===== config.mk =====
export PLATFORM = sky130hd
export DESIGN_NAME = dtc_cordic_cell
export DESIGN_NICKNAME = d
export VERILOG_FILES = /design/src/dtc_pkg.sv /design/src/dtc_cordic_cell.sv
export SDC_FILE = /design/constraint.sdc
export NUM_CORES = 1
export LEC_CHECK = 0
export ABC_AREA = 1
export BUFFER_PORTS_ARGS = -buffer_cell sky130_fd_sc_hd__buf_2
export CORE_MARGIN = 3
export CORE_UTILIZATION = 58
export DETAILED_ROUTE_END_ITERATION = 8
export HOLD_SLACK_MARGIN = 0.06
export PLACE_DENSITY = 0.82
export SYNTH_ARGS = -nofsm -noshare
export SYNTH_HDL_FRONTEND = slang
export SYNTH_SLANG_ARGS = --single-unit

===== constraint.sdc =====
create_clock -name clk -period 3.3 [get_ports clk]
set_input_delay 0.495 -clock clk [delete_from_list [all_inputs] [get_ports clk]]
set_output_delay 0.495 -clock clk [all_outputs]
set_load 0.05 [all_outputs]

===== src/dtc_pkg.sv =====
// shared types, constants and the arctangent table for the tilt combiner
// used by every module of the block; no dependencies
package dtc_pkg;

  localparam int CORDIC_STAGES_DEF = 24;
  localparam int ROOT_STEPS        = 32;

  // register indexes
  localparam logic [2:0] REG_X_SYS  = 3'd0;
  localparam logic [2:0] REG_Y_SYS  = 3'd1;
  localparam logic [2:0] REG_X_USR  = 3'd2;
  localparam logic [2:0] REG_Y_USR  = 3'd3;
  localparam logic [2:0] REG_X_INST = 3'd4;
  localparam logic [2:0] REG_Y_INST = 3'd5;

  localparam logic [24:0] HALF_TURN    = 25'd1800000;
  localparam logic [24:0] QUARTER_TURN = 25'd900000;
  localparam logic [24:0] MOD_BIAS     = 25'd9000000;
  localparam logic [18:0] TILT_LIMIT   = 19'd300000;
  localparam logic signed [33:0] CORDIC_GAIN_Q30 = 34'sd652032874;
  localparam logic [63:0] ONE_Q60     = 64'd1 << 60;
  localparam logic [63:0] QUARTER_Q60 = 64'd1 << 58;

  typedef logic signed [33:0] cval_t;
  typedef logic signed [31:0] aval_t;

  typedef struct packed {
    cval_t x;
    cval_t y;
    aval_t z;
  } cordic_t;

  typedef struct packed {
    logic [63:0] v;
    logic [63:0] res;
  } root_t;

  typedef struct packed {
    logic signed [22:0] sys_x;
    logic signed [22:0] sys_y;
    logic signed [23:0] usr_x;
    logic signed [23:0] usr_y;
    logic signed [23:0] cor_x;
    logic signed [23:0] cor_y;
    logic               sat;
  } side_t;

  // atan(2^-i) in 0.0001/256 degree
  function automatic aval_t atan_lut(input int i);
    aval_t r;
    case (i)
      0: r = 32'sd115200000;
      1: r = 32'sd68006531;
      2: r = 32'sd35932783;
      3: r = 32'sd18240042;
      4: r = 32'sd9155416;
      5: r = 32'sd4582171;
      6: r = 32'sd2291645;
      7: r = 32'sd1145892;
      8: r = 32'sd572955;
      9: r = 32'sd286479;
      10: r = 32'sd143239;
      11: r = 32'sd71620;
      12: r = 32'sd35810;
      13: r = 32'sd17905;
      14: r = 32'sd8952;
      15: r = 32'sd4476;
      16: r = 32'sd2238;
      17: r = 32'sd1119;
      18: r = 32'sd560;
      19: r = 32'sd280;
      20: r = 32'sd140;
      21: r = 32'sd70;
      22: r = 32'sd35;
      23: r = 32'sd17;
      24: r = 32'sd9;
      25: r = 32'sd4;
      26: r = 32'sd2;
      27: r = 32'sd1;
      28: r = 32'sd1;
      default: r = 32'sd0;
    endcase
    return r;
  endfunction

endpackage


===== src/dtc_cordic_cell.sv =====
// one cordic micro-rotation, rotation or vectoring mode
// depends on dtc_pkg
module dtc_cordic_cell #(
  parameter int STAGE  = 0,
  parameter bit VECTOR = 1'b0
) (
  input  logic              clk,
  input  logic              en,
  input  dtc_pkg::cordic_t  d,
  output dtc_pkg::cordic_t  q
);

  localparam dtc_pkg::aval_t ATAN = dtc_pkg::atan_lut(STAGE);

  dtc_pkg::cordic_t q_r, q_nxt;
  dtc_pkg::cval_t   dx, dy;
  logic             pos;

  always_comb begin
    dx  = d.y >>> STAGE;
    dy  = d.x >>> STAGE;
    // vectoring drives y to zero, rotation drives z to zero
    pos = VECTOR ? !d.y[33] : !d.z[31];
    if (!VECTOR && pos) begin
      q_nxt.x = d.x - dx;
      q_nxt.y = d.y + dy;
      q_nxt.z = d.z - ATAN;
    end else if (!VECTOR) begin
      q_nxt.x = d.x + dx;
      q_nxt.y = d.y - dy;
      q_nxt.z = d.z + ATAN;
    end else if (pos) begin
      q_nxt.x = d.x + dx;
      q_nxt.y = d.y - dy;
      q_nxt.z = d.z + ATAN;
    end else begin
      q_nxt.x = d.x - dx;
      q_nxt.y = d.y + dy;
      q_nxt.z = d.z - ATAN;
    end
  end

  always_ff @(posedge clk) begin
    if (en) q_r <= q_nxt;
  end

  assign q = q_r;

endmodule


Yosys cells after proc, flatten, opt, wreduce, memory -nomap -nowiden. Index checks and enable logic that the tools add are counted.

Add/sub/neg operators: 5. Mux-type cells: 1.

Operator list (number): $mux 100 (1); $sub 34x34->34 (2); $add 34x34->34 (1); $add 32x28->32 const B (1); $sub 32x28->32 const B (1).

Register bits: 100.

Depth between registers and ports, before layout.
Depth after elaboration: 2. Mapped depth: 17. Gate-level depth less buffers: 16.

Least setup slack after synthesis. No wires, ideal clock.

Path kind: input -> register. Start: input port d[31] in the netlist's numbering. End: register q_r (netlist bit q[30]), data pin. Arrival: 2.292 ns. Setup slack: 0.750 ns. Stages on the path: 13. Cells stage by stage: clkbuf_1 > inv_1 > clkbuf_1 > buf_2 > ha_1 > nand2_1 > nand2_1 > o21bai_1 > nand2_1 > nand3_1 > nand2_1 > nand3_1 > xor2_1.

RTL lines: start: declaration (RTL line dtc_cordic_cell.sv:9) `input dtc_pkg::cordic_t d,`; end signal: assignment (RTL line dtc_cordic_cell.sv:44) `if (en) q_r <= q_nxt;`; end: declaration (RTL line dtc_cordic_cell.sv:15) `dtc_pkg::cordic_t q_r, q_nxt;`.

==> flow_summary.json <==
{
  "status": "finished clean",
  "dr.max_layer_used": "met4",
  "setup_viol": 0,
  "crit_type": "primary input to flop",
  "area_growth_pct": 12.64,
  "synth_enable_flop_cells": 99,
  "syn_area_per_cell_sq_um": 6.587,
  "die_h_um": 145.1,
  "nets": 2103,
  "crit_required_ns": 3.41,
  "die_w_um": 145.1,
  "arrival_ns": 2.84,
  "grt_pass1_vias": 11740,
  "end_kind": "flop",
  "clk_pin_slew_worst_paths_ns": 0.07,
  "cts_tree": "yes",
  "cpPeakStageDelay_ns": 0.56,
  "timing.hold.ws_ns": 0.3084,
  "postCtsResizedCells": 0,
  "wirelength_met1_um": 15650,
  "finalCritPeriodShare_pct": 82.78,
  "ys_seq_area_share_pct": 26.49,
  "grt_max_degree": 75,
  "crit_path_start_kind": "primary input",
  "rows": 50,
  "timing.fmax_ghz": 0.3661,
  "setup_ws_ns": 0.5683,
  "drv_cap": 0,
  "die-area_sq_mm": 0.02106,
  "drt_iter0_drc": 1514,
  "wl_um": 38240,
  "grt_use_total_pct": 35.10,
  "cts_sinks": 99,
  "syn_inst": 1704,
  "gp_congestion": 1.069,
  "yosys_register_bits": 99,
  "h-tree-depth": 3,
  "portBuffers": 201,
  "fin_crit_ns": 2.732,
  "wire_per_inst_um": 17.83,
  "worst_slew_pin_slew_ns": 0.8415,
  "grt_pass1_wl_um": 59820,
  "cp_slowest_cell": "ha_1",
  "hold_viol": 0,
  "largest_register_ff_count": 99,
  "design.core.area_sq_mm": 0.01883,
  "cts.path.max_buffers": 2,
  "synthArstFlopShare_pct": 0,
  "slew_headroom_pct": 43.90,
  "syn-cell-area_sq_mm": 0.01122,
  "num_antenna_cells": 0,
  "drc": 0,
  "timing.critical_path.mode_cell": "nand2_1",
  "drive_gt1_share_pct": 13.63,
  "io_pins": 202,
  "hold_buffers": 0,
  "ir_drop_v": 0.0003510,
  "rsz0062_at_grt": "false",
  "ant_nets": 0,
  "met2_length_um": 17220,
  "final_cell_mix": "485 x nand2_1, 242 x inv_1, 200 x buf_2, 167 x nand3_1, 146 x nor2_1",
  "post-place-ws_ns": 0.3192,
  "post-cts-setup-buffers": 0,
  "leakage_nw": 6.519,
  "first_pass_iters": 6,
  "numCtsBuffers": 9,
  "synth_nets": 1927,
  "antenna_found_initial": 0,
  "synth_area_leaders": "edfxtp_1 26%, nand2_1 16%, ha_1 13%",
  "yosys.area.top_type": "edfxtp_1",
  "synth_cell_type_count": 41,
  "final_common_cell": "nand2_1",
  "via_per_inst": 5.740,
  "synth_warnings": 0,
  "vias": 12310,
  "critPathMaxFanout": 11,
  "fillers": 1690,
  "start_util_pct": 59.61,
  "synth_ff_type": "edfxtp_1",
  "power_density_mw_per_mm2": 415.3,
  "hold_path.class": "primary input to flop",
  "wl_met3_um": 4052,
  "crit_end": "q[91]",
  "overflow": 0,
  "tns_ns": 0,
  "root_buffer": "clkbuf_16",
  "synth_top_area_share_pct": 26.49,
  "critPathLaunch": "d[39]",
  "maxSlewViolCount": 0,
  "hpwlAfterDp_um": 31850,
  "cp_cell_sequence": "buf_2 > inv_1 > ha_1 > nand2_1 > nor2_1 > inv_1 > a21oi_1 > nor2_1 > o21ai_0 > nand2_1 > nand3_1 > nand2_1 > nand3_1 > nand2_1"
}
[worst min path at each step]
stage	start	endpoint	cells after the start
after floorplan	d[0]	q[0]	0
after CTS	d[3]	q[3]	1
after global routing	d[4]	q[4]	1
after global placement	d[11]	q[11]	1
final	d[3]	q[3]	1
after detailed placement	d[3]	q[3]	1
[per-layer routing]
metal / global-route usage [%] / vias to the layer above
met5: 0 / -
met4: 12.16 / 0
met3: 6.746 / 80
met2: 57.61 / 742
met1: 46.61 / 5576
li1: - / 5915
[critical path: cells and delay by family]
kind	cells	cell delay (ns)
buffers and inverters	3	0.28
AND/OR/NAND/NOR	8	1.11
adder cells (fa/ha/maj)	1	0.56
AO/OA/AOI/OAI	2	0.40
[logic make-up after synthesis]
logic type,Yosys count,synth area share [%]
buffers and inverters,294,10.70
AND/OR/NAND/NOR,864,32.37
adder cells (fa/ha/maj),121,13.76
AO/OA/AOI/OAI,286,13.57
XOR/XNOR,40,3.121
flip-flops,99,26.49
[cell usage after synthesis (all sizes together) (5+ instances only)]
| master | n |
|---|---|
| o22ai | 5 |
| nand4 | 15 |
| a21o | 7 |
| a21oi | 140 |
| inv | 249 |
| nor2 | 155 |
| a31oi | 5 |
| edfxtp | 99 |
| nand2 | 490 |
| or2 | 5 |
| o21ai | 109 |
| nor3 | 18 |
| nor4 | 6 |
| ha | 117 |
| clkbuf | 9 |
| xnor2 | 5 |
| o21bai | 14 |
| nand3 | 168 |
| xor2 | 35 |
| buf | 36 |
[where the power goes]
part | switching [mW] | internal, mW
Clock | 0.541 | 0.525
Sequential | 0.0525 | 1.61
Combinational | 1.87 | 0.650
[layout make-up]
class	count	area [sq um]	share of cell area, %
timing repair buffer	210	1076	8.511
multi-input combinational	1311	7051	55.76
clock inverter	7	58.81	0.4651
sequential	99	2973	23.51
inverter	249	934.6	7.392
tap	260	325.3	2.573
clock buffer	9	225.2	1.781
[through the flow]
stage	std cells	total power, mW	instance area, sq um	util (%)
4_1_cts	2145	5.208	12640	67.14
6_report	2145	5.250	12640	67.14
5_1_grt	2145	5.502	12640	67.14
3_3_place_gp	2129	4.117	12360	65.63
2_1_floorplan	1704	3.466	11220	-
3_5_place_dp	2129	4.152	12360	65.63
(Power assumes the default switching activity.)
