<file path="src/dtc_pkg.sv">
// shared types, constants and the arctangent table for the tilt combiner
// used by every module of the block; no dependencies
package dtc_pkg;

  localparam int CORDIC_STAGES_DEF = 24;
  localparam int ROOT_STEPS        = 32;

  // register indexes
  localparam logic [2:0] REG_X_SYS  = 3'd0;
  localparam logic [2:0] REG_Y_SYS  = 3'd1;
  localparam logic [2:0] REG_X_USR  = 3'd2;
  localparam logic [2:0] REG_Y_USR  = 3'd3;
  localparam logic [2:0] REG_X_INST = 3'd4;
  localparam logic [2:0] REG_Y_INST = 3'd5;

  localparam logic [24:0] HALF_TURN    = 25'd1800000;
  localparam logic [24:0] QUARTER_TURN = 25'd900000;
  localparam logic [24:0] MOD_BIAS     = 25'd9000000;
  localparam logic [18:0] TILT_LIMIT   = 19'd300000;
  localparam logic signed [33:0] CORDIC_GAIN_Q30 = 34'sd652032874;
  localparam logic [63:0] ONE_Q60     = 64'd1 << 60;
  localparam logic [63:0] QUARTER_Q60 = 64'd1 << 58;

  typedef logic signed [33:0] cval_t;
  typedef logic signed [31:0] aval_t;

  typedef struct packed {
    cval_t x;
    cval_t y;
    aval_t z;
  } cordic_t;

  typedef struct packed {
    logic [63:0] v;
    logic [63:0] res;
  } root_t;

  typedef struct packed {
    logic signed [22:0] sys_x;
    logic signed [22:0] sys_y;
    logic signed [23:0] usr_x;
    logic signed [23:0] usr_y;
    logic signed [23:0] cor_x;
    logic signed [23:0] cor_y;
    logic               sat;
  } side_t;

  // atan(2^-i) in 0.0001/256 degree
  function automatic aval_t atan_lut(input int i);
    aval_t r;
    case (i)
      0: r = 32'sd115200000;
      1: r = 32'sd68006531;
      2: r = 32'sd35932783;
      3: r = 32'sd18240042;
      4: r = 32'sd9155416;
      5: r = 32'sd4582171;
      6: r = 32'sd2291645;
      7: r = 32'sd1145892;
      8: r = 32'sd572955;
      9: r = 32'sd286479;
      10: r = 32'sd143239;
      11: r = 32'sd71620;
      12: r = 32'sd35810;
      13: r = 32'sd17905;
      14: r = 32'sd8952;
      15: r = 32'sd4476;
      16: r = 32'sd2238;
      17: r = 32'sd1119;
      18: r = 32'sd560;
      19: r = 32'sd280;
      20: r = 32'sd140;
      21: r = 32'sd70;
      22: r = 32'sd35;
      23: r = 32'sd17;
      24: r = 32'sd9;
      25: r = 32'sd4;
      26: r = 32'sd2;
      27: r = 32'sd1;
      28: r = 32'sd1;
      default: r = 32'sd0;
    endcase
    return r;
  endfunction

endpackage

</file>
<file path="src/dtc_root_cell.sv">
// one digit step of the bitwise square root
// depends on dtc_pkg
module dtc_root_cell #(
  parameter int STEP = 0
) (
  input  logic            clk,
  input  logic            en,
  input  dtc_pkg::root_t  d,
  output dtc_pkg::root_t  q
);

  localparam logic [63:0] BIT = 64'd1 << (62 - 2 * STEP);

  dtc_pkg::root_t q_r, q_nxt;
  logic [63:0]    t;

  always_comb begin
    t = d.res + BIT;
    if (d.v >= t) begin
      q_nxt.v   = d.v - t;
      q_nxt.res = (d.res >> 1) + BIT;
    end else begin
      q_nxt.v   = d.v;
      q_nxt.res = d.res >> 1;
    end
  end

  always_ff @(posedge clk) begin
    if (en) q_r <= q_nxt;
  end

  assign q = q_r;

endmodule
</file>
<file path="config.mk">
export PLATFORM = sky130hd
export DESIGN_NAME = dtc_root_cell
export DESIGN_NICKNAME = d
export VERILOG_FILES = /design/src/dtc_pkg.sv /design/src/dtc_root_cell.sv
export SDC_FILE = /design/constraint.sdc
export NUM_CORES = 1
export LEC_CHECK = 0
export BUFFER_PORTS_ARGS = -buffer_cell sky130_fd_sc_hd__buf_2
export CAP_MARGIN = 20
export CORE_MARGIN = 10
export CORE_UTILIZATION = 43
export DETAILED_ROUTE_END_ITERATION = 10
export PLACE_DENSITY = 0.74
export SLEW_MARGIN = 10
export SYNTH_ARGS = -nofsm -noshare
export SYNTH_HDL_FRONTEND = slang
export SYNTH_SLANG_ARGS = --single-unit
export TNS_END_PERCENT = 50
</file>
<file path="constraint.sdc">
create_clock -name clk -period 3.3 [get_ports clk]
set_input_delay 0.495 -clock clk [delete_from_list [all_inputs] [get_ports clk]]
set_output_delay 0.495 -clock clk [all_outputs]
set_load 0.02 [all_outputs]
</file>
=== After elaboration in Yosys (flattened, before gate mapping) ===
Cells that the tools add are included.

* Muxes and demuxes: 1
* $lt $le $gt $ge: 1
* $add $sub $neg: 3

{| class="wikitable"
|+ Operators with widths
! cell !! count
|-
| 128-bit 2-to-1 mux || 1
|-
| 63-bit by 63-bit adder with 64-bit output (second input constant) || 1
|-
| 64-bit by 63-bit adder with 64-bit output (second input constant) || 1
|-
| 64-bit >= comparator || 1
|-
| 64-bit subtractor || 1
|}

* Register bits after elaboration: 128
* Word-level logic and storage cells: 8

=== Depth between registers and ports, before layout ===
Gate-level depths: netlist of run 1.

* Depth in word-level cells: 3
* Gate-level depth with buffers: 14

=== Worst setup path before layout of run 1 ===
No wires, ideal clock.

* Path type: in2reg
* From: input port d[16] in the netlist's numbering
* To: register q_r (netlist bit q[124]), data pin
* Required time: 3043 ps
* Setup slack: -58 ps
* Data arrival time: 3101 ps
* Stages on the path: 12
* Library setup time: 257 ps
* Cell sequence: inv_1 -> ha_1 -> and2_1 -> nand3_1 -> or3_1 -> a41o_1 -> nor3_2 -> o21ai_1 -> o41ai_4 -> or4b_1 -> a21oi_1 -> nor3_1

{| class="wikitable"
|+ RTL lines
! what !! RTL line !! text
|-
| start: declaration || dtc_root_cell.sv:8 || <nowiki>input dtc_pkg::root_t d,</nowiki>
|-
| end signal: assignment || dtc_root_cell.sv:29 || <nowiki>if (en) q_r <= q_nxt;</nowiki>
|-
| end: declaration || dtc_root_cell.sv:14 || <nowiki>dtc_pkg::root_t q_r, q_nxt;</nowiki>
|}

==> results of run 1 <==
## kinds of logic after synthesis
logic type / synth area share, %
AO/OA/AOI/OAI: 19.81
AND/OR/NAND/NOR: 13.18
flip-flops: 44.64
buffers and inverters: 5.188
adder cells (fa/ha/maj): 9.534
XOR/XNOR: 5.697
multiplexers: 1.947
## per-layer routing
layer / global-route usage [%] / vias up
met3: 6.380 / 43
met2: 32.54 / 333
met1: 23.44 / 3816
met4: 8.106 / 0
li1: - / 4045
met5: 0 / -
## stage by stage
stage	setup TNS, ns	power (W)	worst slack [ns]	hold slack (ns)	instances
after detailed placement	-23.56	0.003987	-0.5832	0.6877	1529
after global placement	-14.20	0.003958	-0.4236	0.6863	1529
after floorplan	0	0.003200	0.01877	0.5939	885
final	0	0.005839	0.1517	0.2574	1568
after CTS	0	0.005840	0.006957	0.2468	1563
after global routing	-0.09104	0.006115	-0.04724	0.2462	1567
## placed cells by master (no fill, tap or decap), types with 14 or more instances in the layout
cell type  synthesis  layout
buf_2             11     256
buf_4              0     159
edfxtp_1         128     128
a21oi_1          111     107
nor2_1            82      82
inv_1             78      77
ha_1              64      61
nand2_1           52      52
a21o_1            49      49
o21ai_0           40      38
xnor2_1           36      36
xor2_1            20      20
nand4_1           18      18
clkbuf_16          0      18
nand3_1           14      14
## cell type report
| cell class | count | share of cell area, % |
|---|---|---|
| clock buffer | 20 | 3.624 |
| antenna | 3 | 0.06231 |
| inverter | 78 | 2.430 |
| tap | 265 | 2.752 |
| clock inverter | 12 | 0.9865 |
| sequential | 128 | 31.90 |
| timing repair buffer | 420 | 21.34 |
| multi-input combinational | 642 | 36.91 |
## Yosys cell counts (all sizes together) (11+ instances only)
library cell	n	share of area (%)
mux2	14	1.8
xor2	20	2.0
nor3	12	0.76
buf	11	0.64
o21bai	11	0.96
and3	13	0.94
nand4	18	1.3
nor2	82	3.6
nand2	52	2.3
clkbuf	26	1.1
xnor2	36	3.7
inv	78	3.4
nand3	14	0.81
a21o	49	4.3
edfxtp	128	45
o21ai	43	2.5
a21oi	111	6.5
ha	64	9.3
## power by group through the flow
stage          registers [W]  logic (W)  clock network, W
6_report             0.00207    0.00194           0.00183
2_1_floorplan        0.00236   0.000835                 0
3_3_place_gp         0.00210    0.00186                 0
5_1_grt              0.00209    0.00211           0.00191
3_5_place_dp         0.00211    0.00188                 0
4_1_cts              0.00208    0.00191           0.00185
## path summary, 6_finish.rpt
check / start / to / depth (start not counted)
hold / removal: d[6] / q[5] / 1
setup / recovery: d[15] / q[124] / 14
## timing repair
action,CTS,global route
gates resized for setup,7,19
setup endpoints to repair,29,35
hold buffers,0,0
pin swaps,3,10
buffers inserted,2,3
==> summary.md, run 1 <==
| Metric | Value |
|---|---|
| Outcome | finished, final reports clean |
| CTS tree | built |
| Via count | 8,237 |
| Pwr dens | 484.6 nW/um^2 |
| Routed wl met3 | 2344 um |
| Post-synth top flop | edfxtp_1 |
| Footprint of the multi-input gates | 4447 um^2 |
| Detail Route met2 WL | 13,060 um |
| Clk sinks | 128 |
| Cell row count | 51 |
| Crit Path Class | in -> reg |
| Residual DRC | 0 |
| Drt pass-1 iters | 5 |
| Total grt overflow | 0 |
| Internal Pwr Total | 0.003963 W |
| Vias in the first global route | 8,355 |
| Sequential element share of the synthesized area | 44.64% |
| Top sig layer | met4 |
| Max Cap Viol | 0 |
| Core area | 19,590 um^2 |
| # setup viols final | 0 |
| CP max stage delay | 0.45 ns |
| Rel. slew slack | 70.00% |
| Total Routing Usage GR | 19.80% |
| Flop pwr share | 35.5% |
| Cells along the critical path | buf_2 -> inv_1 -> ha_1 -> and2_1 -> nand3_1 -> or3_4 -> a41o_1 -> nor3_4 -> o21ai_2 -> o41ai_4 -> clkbuf_16 -> or4b_4 -> a21oi_2 -> nor3_1 |
| Total I/O pin count | 258 |
| Die area | 26,080 um^2 |
| First-pass GRT wire length | 42,200 um |
| Largest net degree at the start of global routing | 69 |
| Max FFs per register | 128 |
| YS warnings | 0 |
| #FFs+latches synth | 128 |
| Clock buffer depth | 2 |
| Combinational power share | 33.1% |
| Startpoint types | input port |
| Layout cell share with drive strength beyond 1 | 37.31% |
| Mapped Cells | 885 |
| Avg WL per Cell | 17.23 um |
| Hold Crit Class | in -> reg |
| Initial DRC count | 526 |
| Port Buffers | 257 |
| Fillers | 1,629 |
| Worst EP arrival | 3.32 ns |
| Crit path time final | 3.148 ns |
| GPL Wtd Cong | 0.8965 |
| Clock power frac | 31.3% |
| Area delta synth->final | 39.95% |
| Htree depth | 4 |
| Final hold vios | 0 |
| Sw frac | 32.12% |
| Num CTS Buffers | 17 |
| Data required time of the critical path | 3.47 ns |
| Final Util | 61.51% |
| P_sw | 0.001876 W |
| Crit-path leading delay family | simple AND/OR/NAND/NOR gates |
| Syn Area/Cell | 9.728 um^2 |
| Final Max Tran Viols | 0 |
| Drt total wl | 27,020 um |
| Clock transition at path regs | 0.06 ns |
| Worst Tran Pin Value | 0.4453 ns |
| HPWL Detailed | 21,200 um |
| CP Capture Type | register |
| Final Instance Area | 12,050 um^2 |
| Die height | 161.5 um |
| Die width | 161.5 um |
| Max Freq | 0.3176 GHz |
| CP bufs+invs | 3 |
| CP max-delay cell | or4b_4 |
| RSZ-0062 raised after global routing | yes |
| Initial antenna violation count | 3 |
| Total leakage power | 5.735 nW |
| Final period utilization | 95.40% |
| Post-synthesis async set-or-reset flop share | 0% |
| Starting Density | 43.95% |
| Clk root buf | clkbuf_16 |
| Post-Syn Area | 8610 um^2 |
| Routed length on met1 | 10,990 um |
| CP Max Fanout | 4 |
| VDD IR max | 0.3547 mV |
| DRT antenna net count | 0 |
| Placed cell area | 11,320 um^2 |
| Vias per cell | 5.253 |
| Distinct cell type count of the synthesized netlist | 58 |
| Net Count, Synth | 1,080 |
| Area occupied by registers | 3844 um^2 |
| EDFF count, synth | 128 |
| Nets | 1,482 |
Power figures use the tool's default switching activity.
==> run 2, diff against run 1 <==
--- a/config.mk
+++ b/config.mk
@@ -11,6 +11,7 @@
 export CORE_UTILIZATION = 43
 export DETAILED_ROUTE_END_ITERATION = 10
 export PLACE_DENSITY = 0.74
+export REMOVE_ABC_BUFFERS = 1
 export SLEW_MARGIN = 10
 export SYNTH_ARGS = -nofsm -noshare
 export SYNTH_HDL_FRONTEND = slang
==> summary.md, run 2 (synthesized netlist as in run 1, its figures left out) <==
| Metric | Value |
|---|---|
| GPL Wtd Cong | 0.9143 (+2.0%) |
| Pre-CTS setup slack | -0.5290 ns (+0.05414 ns) |
| Crit-path most repeated cell | o41ai_4 |
| CP bufs+invs | 4 (+1) |
| Via count | 8,100 (-1.7%) |
| Highest-count cells in the layout ignoring fill and taps | buf_2 (256), buf_4 (136), edfxtp_1 (128) |
| Pwr dens | 502.8 nW/um^2 (+3.8%) |
| Worst setup margin | 0.1305 ns (-0.02120 ns) |
| Max Freq | 0.3155 GHz (-0.67%) |
| Layout cell share with drive strength beyond 1 | 36.29% (-1.0 points) |
| Hold Buf Count CTS | 0 (unchanged) |
| Total grt overflow | 0 (unchanged) |
| Nets | 1,458 (-1.6%) |
| Startpoint types | input port |
| Clk root buf | clkbuf_16 |
| Hold slack | 0.2547 ns (-0.002686 ns) |
| Initial DRC count | 436 (-17%) |
| Clock buffer depth | 2 (unchanged) |
| Vias in the first global route | 8,243 (-1.3%) |
| Total leakage power | 5.672 nW (-1.1%) |
| Port Buffers | 257 (unchanged) |
| Commonest non-fill, non-tap cell in the layout | buf_2 |
| Drt pass-1 iters | 7 (+2) |
| Crit path depth | 15 (+1) |
| Cell row count | 51 (unchanged) |
| Hold Crit Class | in -> reg |
| Worst Setup SP | d[3] |
| DRT antenna net count | 0 (unchanged) |
| # setup viols final | 0 (unchanged) |
| Rel. slew slack | 64.83% (-5.2 points) |
| First-pass GRT wire length | 42,770 um (+1.4%) |
| Final hold vios | 0 (unchanged) |
| Final period utilization | 96.04% (+0.64 points) |
| Crit path time final | 3.169 ns (+0.02120 ns) |
| Drt total wl | 27,390 um (+1.3%) |
| CP max-delay cell | nor4bb_4 |
| Overall power | 0.006030 W (+3.3%) |
| Cells along the critical path | buf_2 -> inv_1 -> ha_1 -> o211ai_1 -> a21oi_4 -> o41ai_4 -> nor4bb_4 -> nor3_4 -> o21ai_2 -> o41ai_4 -> buf_4 -> buf_12 -> nor4b_2 -> a311o_1 -> nor2_1 |
| CP Capture Type | register |
| CP Max Fanout | 31 (+27) |
| Starting Density | 43.95% (unchanged) |
| Crit-path leading delay family | compound AO/OA/AOI/OAI gates |
| Die area | 26,080 um^2 (unchanged) |
| Die width | 161.5 um (unchanged) |
| Worst EP arrival | 3.45 ns (+0.13 ns) |
| Max Cap Viol | 0 (unchanged) |
| VDD IR max | 0.3529 mV (-0.50%) |
| Area delta synth->final | 39.28% |
| Max FFs per register | 128 (unchanged) |
| Critical Path Sink | q[125] |
| Core area | 19,590 um^2 (unchanged) |
| Total I/O pin count | 258 (unchanged) |
| Residual DRC | 0 (unchanged) |
| Outcome | finished, final reports clean |
| CP max stage delay | 0.43 ns (-0.02 ns) |
| Die height | 161.5 um (unchanged) |
| Final Max Tran Viols | 0 (unchanged) |
| Clk sinks | 128 (unchanged) |
| Crit Path Class | in -> reg |
| Vias per cell | 5.226 (-0.52%) |
| Initial antenna violation count | 11 (+8) |
| CTS tree | built |
| Data required time of the critical path | 3.58 ns (+0.11 ns) |
| Htree depth | 4 (unchanged) |
| Worst Tran Pin Value | 0.5275 ns (+0.08223 ns) |
| Clock transition at path regs | 0.06 ns (about the same) |
| HPWL Detailed | 21,610 um (+2.0%) |
| Largest net degree at the start of global routing | 54 (-22%) |
| Num CTS Buffers | 17 (unchanged) |
| Total Routing Usage GR | 20.42% (+0.62 points) |
| Avg WL per Cell | 17.67 um (+2.5%) |
## run 2: cell types whose count changed in the layout (fill, tap and decap cells not counted), moves of 2 or more
cell / previous run / this run
ha_4: 2 / 6
a21oi_1: 107 / 109
bufinv_16: 2 / 5
ha_1: 61 / 58
diode_2: 3 / 9
a21oi_2: 3 / 1
buf_4: 159 / 136
clkinvlp_4: 3 / 1
## run 2: power breakdown
part,internal [W],total [W],switching (W)
clock,0.00133,0.00204,0.000715
combinational,0.000808,0.00191,0.00110
sequential,0.00203,0.00208,0.0000442
total,0.00417,0.00603,0.00186
## run 2: metal layers
metal,wire length (um),share of wire [%],track usage [%],up-vias
met3,1959,7.2,6.101,46
li1,-,-,-,4000
met5,28,0.10,0,-
met1,11440,42,24.05,3759
met2,13240,48,34.17,289
met4,718,2.6,8.147,6
## run 2: area by class of cell
| class | count | area, um^2 |
|---|---|---|
| inverters | 78 | 292.8 |
| fillers | 1696 | 7599 |
| repair buffers | 396 | 2374 |
| diodes | 9 | 22.52 |
| clock buffers | 19 | 432.9 |
| well taps | 265 | 331.6 |
| multi-input cells | 642 | 4502 |
| clock inverters | 13 | 192.7 |
| flip-flops and latches | 128 | 3844 |
## run 2: what timing repair did
item                                    4_1_cts  5_1_grt
gates resized for setup                       3       24
pin swaps                                     1       11
setup buffers                                 0        3
endpoints found under the setup margin       12       46
## run 2: worst min-delay path by stage
stage          startpoint     to  slack (ns)  cells after the start
2_1_floorplan        d[1]   q[0]        0.59                      0
3_3_place_gp        d[60]  q[59]        0.69                      1
3_5_place_dp        d[44]  q[43]        0.69                      1
4_1_cts             d[44]  q[43]        0.24                      1
5_1_grt              d[6]   q[5]        0.24                      1
6_report            d[44]  q[43]        0.25                      1
## run 2: metrics by stage
step	utilization (%)	area, um^2	std cells	setup TNS, ns
floorplan	-	8456	848	-159.76
global placement	56.89	11150	1507	-20.43
detailed placement	56.89	11150	1507	-24.09
CTS	60.16	11790	1539	0
global route	61.17	11980	1547	-0.02963
finish	61.21	11990	1550	0
